$ cat src/hdl/vlrd_pkg.sv
// Shared types and constants for the velocity limit, ramp and deadband block.
`default_nettype none
package vlrd_pkg;

  localparam int unsigned VEL_W      = 16;
  localparam int unsigned REQ_W      = 13;
  localparam int unsigned CNT_W      = 7;
  localparam int unsigned MAXV_W     = 11;
  localparam int unsigned IN_DATA_W  = 104;
  localparam int unsigned OUT_DATA_W = 96;

  localparam logic [REQ_W-1:0]  REQ_THRESHOLD = 13'd1229;
  localparam logic [MAXV_W-1:0] SPEED_CAP     = 11'd1638;
  // floor(d * 1311 / 2^16) == floor(d / 50) for every d below 2048
  localparam logic [MAXV_W-1:0] RECIP_50      = 11'd1311;
  localparam logic [VEL_W-1:0]  BONUS_STEP    = 16'd41;
  localparam logic signed [VEL_W-1:0] DEADBAND = 16'sd328;

  localparam int unsigned   ITER_STEPS = 16;
  localparam int unsigned   ITER_W     = $clog2(ITER_STEPS);
  localparam logic [31:0]   SQRT_BIT0  = 32'h4000_0000;

  typedef enum logic [3:0] {
    ST_IDLE,
    ST_SQX,
    ST_SQY,
    ST_LSQ,
    ST_CMP,
    ST_SQRT,
    ST_MULX,
    ST_MULY,
    ST_DINIT,
    ST_DIV,
    ST_FIN
  } vlrd_state_t;

  typedef struct packed {
    logic load;       // capture a velocity command and step the ramp
    logic count;      // store a people count
    logic sq_x;
    logic sq_y;
    logic lim_sq;
    logic cmp;        // latch the over-limit flag and seed the square root
    logic sqrt_step;
    logic mul_x;
    logic mul_y;
    logic div_init;
    logic div_step;
    logic out_load;
  } vlrd_cmd_t;

  typedef struct packed {
    logic over;
    logic out_busy;
  } vlrd_sts_t;

endpackage
`default_nettype wire

$ cat src/hdl/velocity_limit_ramp_deadband.sv
// Velocity limiter with speed ramp and angular deadband: top level and register port.
//
// Input stream s_*: one transaction per item. s_tuser = 0 is a velocity command,
// s_tuser = 1 a people-count update that only stores the count and gives no result.
// Output stream m_*: one transaction per velocity command, in order.
// Register 0 (byte address 0) holds max_speed_request; write it only while idle.
//
// A command whose x,y magnitude is within the limit runs only the square and compare
// steps; one that must be scaled also runs the 16-step square root followed by the
// 16-step dividers (both axes in parallel) around one shared 16x16 multiplier.
// A people-count item is stored without leaving the idle state.
// Items are processed one at a time; s_tready is high only between items, so a new
// item is taken only once the previous command has reached the output register.
// A finished result waits in the output register while the next item is taken.
// If m_tready stays low, the next result waits in its final step and no further
// item is accepted until the output register drains.
// Synchronous reset clears the register, the ramp state and the output valid.
`default_nettype none
module velocity_limit_ramp_deadband (
  input  wire logic         clk,
  input  wire logic         rst,
  // APB register port
  input  wire logic         psel,
  input  wire logic         penable,
  input  wire logic         pwrite,
  input  wire logic [2:0]   paddr,
  input  wire logic [31:0]  pwdata,
  output logic      [31:0]  prdata,
  output logic              pready,
  // input stream
  input  wire logic         s_tvalid,
  output logic              s_tready,
  // lin_x[15:0], lin_y[31:16], lin_z[47:32], ang_x[63:48], ang_y[79:64],
  // ang_z[95:80], people_count[102:96], zero[103]
  input  wire logic [103:0] s_tdata,
  // action[0]
  input  wire logic         s_tuser,
  // output stream
  output logic              m_tvalid,
  input  wire logic         m_tready,
  // out_lin_x[15:0], out_lin_y[31:16], out_lin_z[47:32], out_ang_x[63:48],
  // out_ang_y[79:64], out_ang_z[95:80]
  output logic [95:0]       m_tdata
);
  import vlrd_pkg::*;

  localparam logic REG_MAX_SPEED = 1'b0;

  logic [REQ_W-1:0] max_speed_request;
  vlrd_cmd_t        cmd;
  vlrd_sts_t        sts;

  assign pready = 1'b1;

  always_ff @(posedge clk) begin
    if (rst) begin
      max_speed_request <= '0;
    end else if (psel && penable && pwrite && pready && paddr[2] == REG_MAX_SPEED) begin
      max_speed_request <= pwdata[REQ_W-1:0];
    end
  end

  assign prdata = (paddr[2] == REG_MAX_SPEED) ? {{(32-REQ_W){1'b0}}, max_speed_request}
                                              : '0;

  vlrd_ctrl u_ctrl (
    .clk      (clk),
    .rst      (rst),
    .s_tvalid (s_tvalid),
    .s_tuser  (s_tuser),
    .s_tready (s_tready),
    .sts      (sts),
    .cmd      (cmd)
  );

  vlrd_datapath u_datapath (
    .clk               (clk),
    .rst               (rst),
    .max_speed_request (max_speed_request),
    .s_tdata           (s_tdata),
    .cmd               (cmd),
    .sts               (sts),
    .m_tvalid          (m_tvalid),
    .m_tready          (m_tready),
    .m_tdata           (m_tdata)
  );

endmodule
`default_nettype wire

$ cat src/hdl/vlrd_div.sv
// Restoring divider: 32-bit dividend by 16-bit divisor, one quotient bit per cycle while step is high.
`default_nettype none
module vlrd_div (
  input  wire logic        clk,
  input  wire logic        init,
  input  wire logic        step,
  input  wire logic [31:0] dividend,
  input  wire logic [15:0] divisor,
  output logic      [15:0] quotient
);
  // the upper half of the dividend is always below the divisor, so 16 bits suffice
  logic [15:0] rem;
  logic [15:0] low;
  logic [16:0] trial;
  logic [16:0] diff;

  assign trial = {rem, low[15]};
  assign diff  = trial - {1'b0, divisor};

  always_ff @(posedge clk) begin
    if (init) begin
      rem <= dividend[31:16];
      low <= dividend[15:0];
    end else if (step) begin
      if (!diff[16]) begin
        rem <= diff[15:0];
        low <= {low[14:0], 1'b1};
      end else begin
        rem <= trial[15:0];
        low <= {low[14:0], 1'b0};
      end
    end
  end

  assign quotient = low;

endmodule
`default_nettype wire

$ cat src/hdl/vlrd_datapath.sv
// Datapath: ramp state, shared multiplier, square root, two dividers and output register.
`default_nettype none
module vlrd_datapath (
  input  wire logic                           clk,
  input  wire logic                           rst,
  input  wire logic [vlrd_pkg::REQ_W-1:0]     max_speed_request,
  input  wire logic [vlrd_pkg::IN_DATA_W-1:0] s_tdata,
  input  wire vlrd_pkg::vlrd_cmd_t            cmd,
  output vlrd_pkg::vlrd_sts_t                 sts,
  output logic                                m_tvalid,
  input  wire logic                           m_tready,
  output logic [vlrd_pkg::OUT_DATA_W-1:0]     m_tdata
);
  import vlrd_pkg::*;

  // ramp state
  logic [CNT_W-1:0] people_seen;
  logic             ramp_started;
  logic [VEL_W-1:0] ramp_limit;
  logic [VEL_W-1:0] ramp_bonus;

  // captured command
  logic signed [VEL_W-1:0] in_x, in_y, in_z, in_ax, in_ay, in_az;
  logic [VEL_W-1:0]        abs_x, abs_y;
  logic                    limited;

  // arithmetic registers
  logic [31:0] prod;
  logic [31:0] prod_x;
  logic [31:0] ssum;
  logic [31:0] sq_rem;
  logic [31:0] sq_root;
  logic [31:0] sq_bit;

  // ramp update
  logic [MAXV_W-1:0]   maxv;
  logic [VEL_W-1:0]    lim0;
  logic [MAXV_W-1:0]   ramp_gap;
  logic [2*MAXV_W-1:0] gap_scaled;
  logic [VEL_W+1:0]    lim_sum;
  logic [VEL_W:0]      bonus_sum;
  logic                climb;

  assign maxv       = (max_speed_request >= REQ_THRESHOLD) ? SPEED_CAP
                                                           : max_speed_request[MAXV_W-1:0];
  assign lim0       = ramp_started ? ramp_limit : {{(VEL_W-MAXV_W){1'b0}}, maxv};
  assign climb      = lim0 < {{(VEL_W-MAXV_W){1'b0}}, maxv};
  assign ramp_gap   = maxv - lim0[MAXV_W-1:0];
  assign gap_scaled = ramp_gap * RECIP_50;
  assign lim_sum    = {2'b00, lim0} + {{(VEL_W+2-(2*MAXV_W-16)){1'b0}},
                                        gap_scaled[2*MAXV_W-1:16]}
                      + {2'b00, ramp_bonus};
  assign bonus_sum  = {1'b0, ramp_bonus} + {1'b0, BONUS_STEP};

  always_ff @(posedge clk) begin
    if (rst) begin
      people_seen  <= '0;
      ramp_started <= 1'b0;
      ramp_limit   <= '0;
      ramp_bonus   <= '0;
    end else if (cmd.count) begin
      people_seen <= s_tdata[6*VEL_W +: CNT_W];
    end else if (cmd.load) begin
      if (people_seen == '0) begin
        ramp_started <= 1'b1;
        if (climb) begin
          ramp_limit <= (lim_sum[VEL_W+1:VEL_W] != 2'b00) ? '1 : lim_sum[VEL_W-1:0];
          ramp_bonus <= bonus_sum[VEL_W] ? '1 : bonus_sum[VEL_W-1:0];
        end else begin
          ramp_limit <= lim0;
        end
      end else begin
        ramp_limit <= {{(VEL_W-MAXV_W){1'b0}}, maxv};
      end
    end
  end

  // capture the command fields
  logic signed [VEL_W-1:0] new_x, new_y;
  assign new_x = s_tdata[0 +: VEL_W];
  assign new_y = s_tdata[VEL_W +: VEL_W];

  always_ff @(posedge clk) begin
    if (cmd.load) begin
      in_x  <= new_x;
      in_y  <= new_y;
      in_z  <= s_tdata[2*VEL_W +: VEL_W];
      in_ax <= s_tdata[3*VEL_W +: VEL_W];
      in_ay <= s_tdata[4*VEL_W +: VEL_W];
      in_az <= s_tdata[5*VEL_W +: VEL_W];
      abs_x <= new_x[VEL_W-1] ? VEL_W'(-new_x) : new_x;
      abs_y <= new_y[VEL_W-1] ? VEL_W'(-new_y) : new_y;
    end
  end

  // shared multiplier
  logic [VEL_W-1:0] mul_a, mul_b;
  logic [31:0]      mul_p;

  always_comb begin
    mul_a = abs_x;
    mul_b = abs_x;
    if (cmd.sq_y) begin
      mul_a = abs_y;
      mul_b = abs_y;
    end else if (cmd.lim_sq) begin
      mul_a = ramp_limit;
      mul_b = ramp_limit;
    end else if (cmd.mul_x) begin
      mul_a = abs_x;
      mul_b = ramp_limit;
    end else if (cmd.mul_y) begin
      mul_a = abs_y;
      mul_b = ramp_limit;
    end
  end

  assign mul_p = mul_a * mul_b;

  always_ff @(posedge clk) begin
    if (cmd.sq_x || cmd.sq_y || cmd.lim_sq || cmd.mul_x || cmd.mul_y) begin
      prod <= mul_p;
    end
    if (cmd.sq_y) begin
      ssum <= prod;
    end else if (cmd.lim_sq) begin
      ssum <= ssum + prod;
    end
    if (cmd.mul_y) begin
      prod_x <= prod;
    end
  end

  // x*x + y*y against limit*limit
  always_ff @(posedge clk) begin
    if (cmd.cmp) begin
      limited <= ssum > prod;
    end
  end

  // integer square root, one result bit per step
  logic [32:0] sq_trial;
  assign sq_trial = {1'b0, sq_root} + {1'b0, sq_bit};

  always_ff @(posedge clk) begin
    if (cmd.cmp) begin
      sq_rem  <= ssum;
      sq_root <= '0;
      sq_bit  <= SQRT_BIT0;
    end else if (cmd.sqrt_step) begin
      if ({1'b0, sq_rem} >= sq_trial) begin
        sq_rem  <= sq_rem - sq_trial[31:0];
        sq_root <= (sq_root >> 1) + sq_bit;
      end else begin
        sq_root <= sq_root >> 1;
      end
      sq_bit <= sq_bit >> 2;
    end
  end

  // scale both axes by limit / magnitude
  logic [VEL_W-1:0] quo_x, quo_y;

  vlrd_div u_div_x (
    .clk      (clk),
    .init     (cmd.div_init),
    .step     (cmd.div_step),
    .dividend (prod_x),
    .divisor  (sq_root[VEL_W-1:0]),
    .quotient (quo_x)
  );

  vlrd_div u_div_y (
    .clk      (clk),
    .init     (cmd.div_init),
    .step     (cmd.div_step),
    .dividend (prod),
    .divisor  (sq_root[VEL_W-1:0]),
    .quotient (quo_y)
  );

  // output register
  logic [VEL_W-1:0] res_x, res_y, res_az;

  assign res_x  = !limited ? in_x : (in_x[VEL_W-1] ? VEL_W'(-quo_x) : quo_x);
  assign res_y  = !limited ? in_y : (in_y[VEL_W-1] ? VEL_W'(-quo_y) : quo_y);
  assign res_az = (in_az < DEADBAND && in_az > -DEADBAND) ? '0 : in_az;

  always_ff @(posedge clk) begin
    if (rst) begin
      m_tvalid <= 1'b0;
    end else if (cmd.out_load) begin
      m_tvalid <= 1'b1;
    end else if (m_tready) begin
      m_tvalid <= 1'b0;
    end
  end

  always_ff @(posedge clk) begin
    if (cmd.out_load) begin
      m_tdata <= {res_az, in_ay, in_ax, in_z, res_y, res_x};
    end
  end

  assign sts.over     = ssum > prod;
  assign sts.out_busy = m_tvalid && !m_tready;

  a_scaled_not_larger: assert property (@(posedge clk) disable iff (rst)
    (cmd.out_load && limited) |-> (quo_x <= abs_x && quo_y <= abs_y))
    else $error("scaled velocity exceeds its input");

  a_bonus_monotonic: assert property (@(posedge clk) disable iff (rst)
    !$past(rst) |-> (ramp_bonus >= $past(ramp_bonus)))
    else $error("ramp bonus decreased");

endmodule
`default_nettype wire

$ cat src/hdl/vlrd_ctrl.sv
// Controller: sequences the multiplier, square root and divider steps for each command.
`default_nettype none
module vlrd_ctrl (
  input  wire logic                clk,
  input  wire logic                rst,
  input  wire logic                s_tvalid,
  input  wire logic                s_tuser,
  output logic                     s_tready,
  input  wire vlrd_pkg::vlrd_sts_t sts,
  output vlrd_pkg::vlrd_cmd_t      cmd
);
  import vlrd_pkg::*;

  vlrd_state_t       state, state_next;
  logic [ITER_W-1:0] iter, iter_next;

  always_ff @(posedge clk) begin
    if (rst) begin
      state <= ST_IDLE;
      iter  <= '0;
    end else begin
      state <= state_next;
      iter  <= iter_next;
    end
  end

  always_comb begin
    state_next = state;
    iter_next  = iter;
    cmd        = '0;
    s_tready   = 1'b0;
    unique case (state)
      ST_IDLE: begin
        s_tready = 1'b1;
        if (s_tvalid) begin
          if (s_tuser) begin
            cmd.count = 1'b1;
          end else begin
            cmd.load   = 1'b1;
            state_next = ST_SQX;
          end
        end
      end
      ST_SQX: begin
        cmd.sq_x   = 1'b1;
        state_next = ST_SQY;
      end
      ST_SQY: begin
        cmd.sq_y   = 1'b1;
        state_next = ST_LSQ;
      end
      ST_LSQ: begin
        cmd.lim_sq = 1'b1;
        state_next = ST_CMP;
      end
      ST_CMP: begin
        cmd.cmp    = 1'b1;
        iter_next  = '0;
        state_next = sts.over ? ST_SQRT : ST_FIN;
      end
      ST_SQRT: begin
        cmd.sqrt_step = 1'b1;
        iter_next     = iter + 1'b1;
        if (iter == ITER_W'(ITER_STEPS - 1)) begin
          state_next = ST_MULX;
        end
      end
      ST_MULX: begin
        cmd.mul_x  = 1'b1;
        state_next = ST_MULY;
      end
      ST_MULY: begin
        cmd.mul_y  = 1'b1;
        state_next = ST_DINIT;
      end
      ST_DINIT: begin
        cmd.div_init = 1'b1;
        iter_next    = '0;
        state_next   = ST_DIV;
      end
      ST_DIV: begin
        cmd.div_step = 1'b1;
        iter_next    = iter + 1'b1;
        if (iter == ITER_W'(ITER_STEPS - 1)) begin
          state_next = ST_FIN;
        end
      end
      ST_FIN: begin
        // hold until the output register is free
        if (!sts.out_busy) begin
          cmd.out_load = 1'b1;
          state_next   = ST_IDLE;
        end
      end
      default: begin
        state_next = ST_IDLE;
      end
    endcase
  end

  a_one_command: assert property (@(posedge clk) disable iff (rst)
    $onehot0(cmd))
    else $error("more than one datapath command in a cycle");

  a_no_overwrite: assert property (@(posedge clk) disable iff (rst)
    cmd.out_load |-> !sts.out_busy)
    else $error("result loaded over a pending transaction");

endmodule
`default_nettype wire
$ cat config.mk
export PLATFORM = sky130hd
export DESIGN_NAME = velocity_limit_ramp_deadband
export DESIGN_NICKNAME = d
export VERILOG_FILES = /design/src/hdl/vlrd_pkg.sv /design/src/hdl/velocity_limit_ramp_deadband.sv /design/src/hdl/vlrd_div.sv /design/src/hdl/vlrd_datapath.sv /design/src/hdl/vlrd_ctrl.sv
export SDC_FILE = /design/constraint.sdc
export NUM_CORES = 2
export LEC_CHECK = 0
export BUFFER_PORTS_ARGS = -buffer_cell sky130_fd_sc_hd__buf_2
export CAP_MARGIN = 20
export CORE_MARGIN = 5
export CORE_UTILIZATION = 41
export DETAILED_ROUTE_END_ITERATION = 12
export PLACE_DENSITY = 0.64
export SYNTH_ARGS = -nofsm -noshare
export SYNTH_HDL_FRONTEND = slang
export SYNTH_SLANG_ARGS = --single-unit
$ cat constraint.sdc
create_clock -name clk -period 12.6 [get_ports clk]
set_clock_uncertainty 0.15 [all_clocks]
set_input_delay 0.63 -clock clk [delete_from_list [all_inputs] [get_ports clk]]
set_output_delay 0.63 -clock clk [all_outputs]
set_load 0.02 [all_outputs]
## Yosys cells after proc, flatten, opt, wreduce, memory -nomap -nowiden

Index checks and enable logic that the tools add are counted.

| word-level totals | value |
|---|---|
| register bits | 527 |
| bits of input ports | 147 |
| output and inout port bits | 131 |

| operators by class | value |
|---|---|
| add/sub/neg operators | 15 |
| multiply operators | 2 |
| $lt $le $gt $ge | 6 |
| equality and inequality tests | 16 |
| mux-type cells | 65 |
| bitwise logic cells | 2 |
| reductions and logical operators | 26 |

Operators with widths:

| kind | number |
|---|---|
| $mux 16 | 27 |
| $mux 32 | 6 |
| $neg 16->16 | 4 |
| $pmux 4 s11 | 1 |
| $sub 17x16->17 | 2 |
| $add 32x31->33 | 1 |
| $ge 32x33->1 | 1 |
| $add 31x31->32 | 1 |
| $add 32x32->32 | 1 |
| $gt 32x32->1 | 1 |
| $mul 16x16->32 | 1 |
| $sub 32x32->32 | 1 |
| $mux 15 | 2 |
| $mux 4 | 6 |
| $mul 11x11->22 const B | 1 |
| $add 18x16->18 | 1 |
| $mux 1 | 18 |
| $add 16x6->17 | 1 |
| $add 16x6->17 const B | 1 |
| $eq 4x3->1 const B | 4 |
| $eq 4x4->1 const B | 4 |
| $gt 16x10->1 const B | 1 |
| $lt 16x10->1 const B | 1 |
| $lt 16x11->1 | 1 |
| other kinds (23) | 44 |

## Longest topological paths before layout

| logic depth | value |
|---|---|
| depth after elaboration | 11 |
| gate-level depth with buffers | 54 |
| gate-level depth less buffers | 53 |

## Modules after synthesis

Synthesis repeated with hierarchy kept, for this count alone.

| unflattened totals | value |
|---|---|
| cell total of the unflattened synthesis | 4289 |
| area, all modules | 41951.5 um^2 |

By module, submodules not included:

| module | times used | cells each | area an instance (um^2) | sequential area each (um^2) |
|---|---|---|---|---|
| vlrd_datapath | 1 | 3647 | 35738.0 | 12321.8 |
| vlrd_div | 2 | 239 | 2384.8 | 960.9 |
| velocity_limit_ramp_deadband | 1 | 93 | 852.1 | 260.2 |
| vlrd_ctrl | 1 | 71 | 591.8 | 160.2 |

## Worst setup path after synthesis

No wires, ideal clock.

| timing | value |
|---|---|
| kind | register to register |
| start point | register max_speed_request[12] |
| end point | register u_datapath.ramp_limit[1] |
| setup time | 0.353 ns |
| arrival time | 10.143 ns |
| setup slack | 1.955 ns |
| stages on the path, launching flop included | 50 |
| clock period less this slack | 10.645 ns |
| cells stage by stage | dfxtp_1 nor4_4 and3_1 o21ai_2 inv_1 a21oi_1 ha_1 ha_1 inv_1 o21ai_0 o21ai_0 o22ai_2 a31oi_1 o31a_4 o211a_1 a211oi_1 inv_1 ha_1 (+14 left out) o21a_1 nor2_1 xnor2_1 ha_1 a21oi_1 o21bai_1 o31a_1 xnor2_1 ha_1 o21ai_0 a21boi_0 a21oi_1 o21ai_0 o211ai_1 nor4_1 nand3b_1 nand3_1 a311oi_2 |

| between the ends | value |
|---|---|
| longest elaborated chain between the ends | 11 |
| elaborated cells on any way between the ends | 12 |
| classes of those cells | add/sub: 3; mul: 1; order compare: 2; mux: 5; reduce/logical: 1 |

RTL lines:

| element | line | source |
|---|---|---|
| from (decl) | velocity_limit_ramp_deadband.sv:49 | `logic [REQ_W-1:0] max_speed_request;` |
| from (signal assigned) | velocity_limit_ramp_deadband.sv:59 | `max_speed_request <= pwdata[REQ_W-1:0];` |
| $ge 13x11->1 (*) | vlrd_datapath.sv:44 | `assign maxv = (max_speed_request >= REQ_THRESHOLD) ? SPEED_CAP` |
| $mux 11 (*) | vlrd_datapath.sv:44 |  |
| $mux 16 | vlrd_datapath.sv:46 | `assign lim0 = ramp_started ? ramp_limit : {{(VEL_W-MAXV_W){1'b0}}, maxv};` |
| $sub 11x11->11 | vlrd_datapath.sv:48 | `assign ramp_gap = maxv - lim0[MAXV_W-1:0];` |
| $mul 11x11->22 | vlrd_datapath.sv:49 | `assign gap_scaled = ramp_gap * RECIP_50;` |
| $add 16x6->17 | vlrd_datapath.sv:50 | `assign lim_sum = {2'b00, lim0} + {{(VEL_W+2-(2*MAXV_W-16)){1'b0}},` |
| $add 18x16->18 | vlrd_datapath.sv:52 | `+ {2'b00, ramp_bonus};` |
| $reduce_bool 2->1 | vlrd_datapath.sv:67 | `ramp_limit <= (lim_sum[VEL_W+1:VEL_W] != 2'b00) ? '1 : lim_sum[VEL_W-1:0];` |
| $mux 16 | vlrd_datapath.sv:67 |  |
| $mux 16 | vlrd_datapath.sv:66 | `if (climb) begin` |
| $mux 16 (*) | vlrd_datapath.sv:64 | `if (people_seen == '0) begin` |
| to (signal assigned) | vlrd_datapath.sv:67 |  |
| to (signal assigned) | vlrd_datapath.sv:70 | `ramp_limit <= lim0;` |
| to (signal assigned) | vlrd_datapath.sv:73 | `ramp_limit <= {{(VEL_W-MAXV_W){1'b0}}, maxv};` |
| to (decl) | vlrd_datapath.sv:19 | `logic [VEL_W-1:0] ramp_limit;` |

Mark *: on every way between the ends. The rest lies on a longest branch, timed or not.
A chain may end at the register's enable or synchronous reset.

## Final worst setup path

| timing | value |
|---|---|
| start point | register max_speed_request[12] |
| end point | register u_datapath.ramp_limit[6] |

Same word-level chain as after synthesis.

==> metrics.cfg <==
[run_status]
status=finished, final reports clean

[drt]
wire_per_inst_microns=18.6
route.detailed.drc=0
vias=32000
wl_microns=111000
drtIter0Drc=2459
vias_per_cell=5.36
drt-pass1-iter-count=5
postRouteAntennaNets=0

[clocking]
cts_buffers=59
clkSlewWorstSetupHoldPaths_ns=0.06
cts_tree=yes
root_buffer=clkbuf_16
clk_latency_ns=0.63
cts_max_level=2
cts_sinks=525
clockBufferDepth=3

[finish]
area_delta_synth_final_pct=12.2
final_nets=5328
drive_gt1_share_pct=10.4
fin_util_pct=46.1

[logic_synthesis]
netlist_area_sq_mm=0.0417
synth_warnings=0
synth_area_leaders=edfxtp_1 30%, ha_1 12%, fa_1 11%
synth_top_area_share_pct=29.9
synth_edf_count=415
synth-main-ff-cell=edfxtp_1
synthCells=4323
synthTopCellsByCount=504 x nand2_1, 446 x inv_1, 415 x edfxtp_1, 396 x ha_1, 337 x nor2_1
yosysMostFrequentCell=nand2_1
synth_seq_cells=525
synth_cell_types=109
synth.avg_cell_area_sq_um=9.64
synth_area_leader_cell=edfxtp_1
synthArstFlopShare_pct=0
yosysSeqAreaShare_pct=35.2

[worst_setup_path]
cp_max_fo=8
slowest_stage=fa_1
max_stage_delay_ns=0.53
critPathLaunchType=register
end_kind=register
critPathKind=register to register
cp_data_required_time_ns=12.93
worst_ep_arrival_time_ns=12.03

[floorplanning]
num_rows=117
die_w_microns=329
fp.coreArea_sq_mm=0.101
initial_core_util_pct=41.1
io_pins=278
dieArea_sq_mm=0.108
die_h_microns=329

[sta]
min_period_ns=11.70
rsz0062_at_grt=no
setup_tns_ns=0
final_hold_viol_count=0
setup_slack_ns=0.905
hold_ws_ns=0.0311
relSlewSlack_pct=24.5
period_share_pct=92.8
timing.fmax_mhz=85.5
setup_violations=0
slew_violations=0
worstMarginPinSlew_ns=1.12

[global_routing]
grt_usage_pct=19.9
grt_pass1_wl_microns=173000
grt_pass1_vias=31300
grt_antenna_before_repair=9
grt_overflow=0
grt_max_degree=83

[place]
dp_slack_ns=0.644
gp_congestion=0.888
dpl.hpwl_microns=85700
port_buffers=235

[hold_path]
hold_path_class=input port to register

[flow_run]
drv_cap=0

-- flip-flops by register name, indices dropped and copies added, names as in the netlist, 32 cells and up --
signal / count
u_datapath.sq_root: 32
u_datapath.ssum: 32
u_datapath.sq_rem: 32
u_datapath.prod: 32
u_datapath.prod_x: 32
u_datapath.m_tdata: 96
-- per-layer routing --
layer / global-route usage [%] / share of wire (%)
met3: 3.17 / 6.2
met4: 4.93 / 2.5
met2: 33.1 / 47
met1: 27.4 / 44
met5: 0 / 0.037
-- layout by cell type (no fill, tap or decap), types with 110 or more instances in the layout --
master    netlist  layout
ha_1          396     396
edfxtp_1      415     415
dfxtp_1       110     110
fa_1          227     227
inv_1         446     445
nand2_1       504     504
nor2_1        337     331
a21oi_1       257     253
o21ai_0       229     227
buf_2          13     235
xnor2_1       170     170
-- worst max-delay path: cells and delay by family (launching register included) --
| family | cells | cell delay (ns) |
|---|---|---|
| xor gates and xnor gates | 1 | 0.16 |
| AOI/OAI and AO/OA | 23 | 5.21 |
| buffers and inverters | 9 | 0.91 |
| adders and majority gates | 9 | 3.18 |
| DFF | 1 | 0.37 |
| and+or+nand+nor | 8 | 1.54 |
-- repair_timing --
| item | in CTS | in global routing |
|---|---|---|
| hold buffers | 33 | 0 |
| hold endpoints to repair | 33 | 0 |
| setup endpoints to repair | 0 | 12 |
| buffers inserted | 0 | 0 |
| resized for setup | 0 | 4 |
-- logic make-up after synthesis --
kind of cell | after synthesis | synth area share (%)
AO/OA/AOI/OAI | 908 | 14.0
XOR/XNOR | 262 | 5.63
adder cells (fa/ha/maj) | 625 | 22.9
buffers and inverters | 615 | 5.82
flip-flops | 525 | 35.2
multiplexers | 83 | 2.04
other | 2 | 0.0180
AND/OR/NAND/NOR | 1303 | 14.4
-- stage by stage --
stage,cells,area (sq um)
after floorplan,4341,41700
after detailed placement,5831,44300
after global placement,5831,44300
final,5980,46700
after global routing,5977,46700
after CTS,5975,46700
-- final timing paths --
check	startpoint	endpoint	slack, ns	cells past startpoint
max	max_speed_request[12]$_SDFFE_PP0P_	u_datapath.ramp_limit[6]$_SDFFE_PP0P_	0.90	50
min	s_tdata[68]	u_datapath.in_ay[4]$_DFFE_PP_	0.03	1
max reg2reg	max_speed_request[12]$_SDFFE_PP0P_	u_datapath.ramp_limit[6]$_SDFFE_PP0P_	0.90	50
min reg2reg	u_datapath.in_z[2]$_DFFE_PP_	u_datapath.m_tdata[34]$_DFFE_PP_	0.26	0
-- area by class of cell --
type,instances,area (sq um)
Tap cell,1368,1710
Timing Repair Buffer,320,1920
Clock inverter,34,395
Inverter,451,1700
Antenna cell,4,10.0
Sequential cell,525,14700
Clock buffer,77,1640
Multi-Input combinational cell,3201,24700
Fill cell,9625,54600
Power is not shown: default switching activity piles up to over one toggle a cycle in this logic, so the estimate is an artifact.
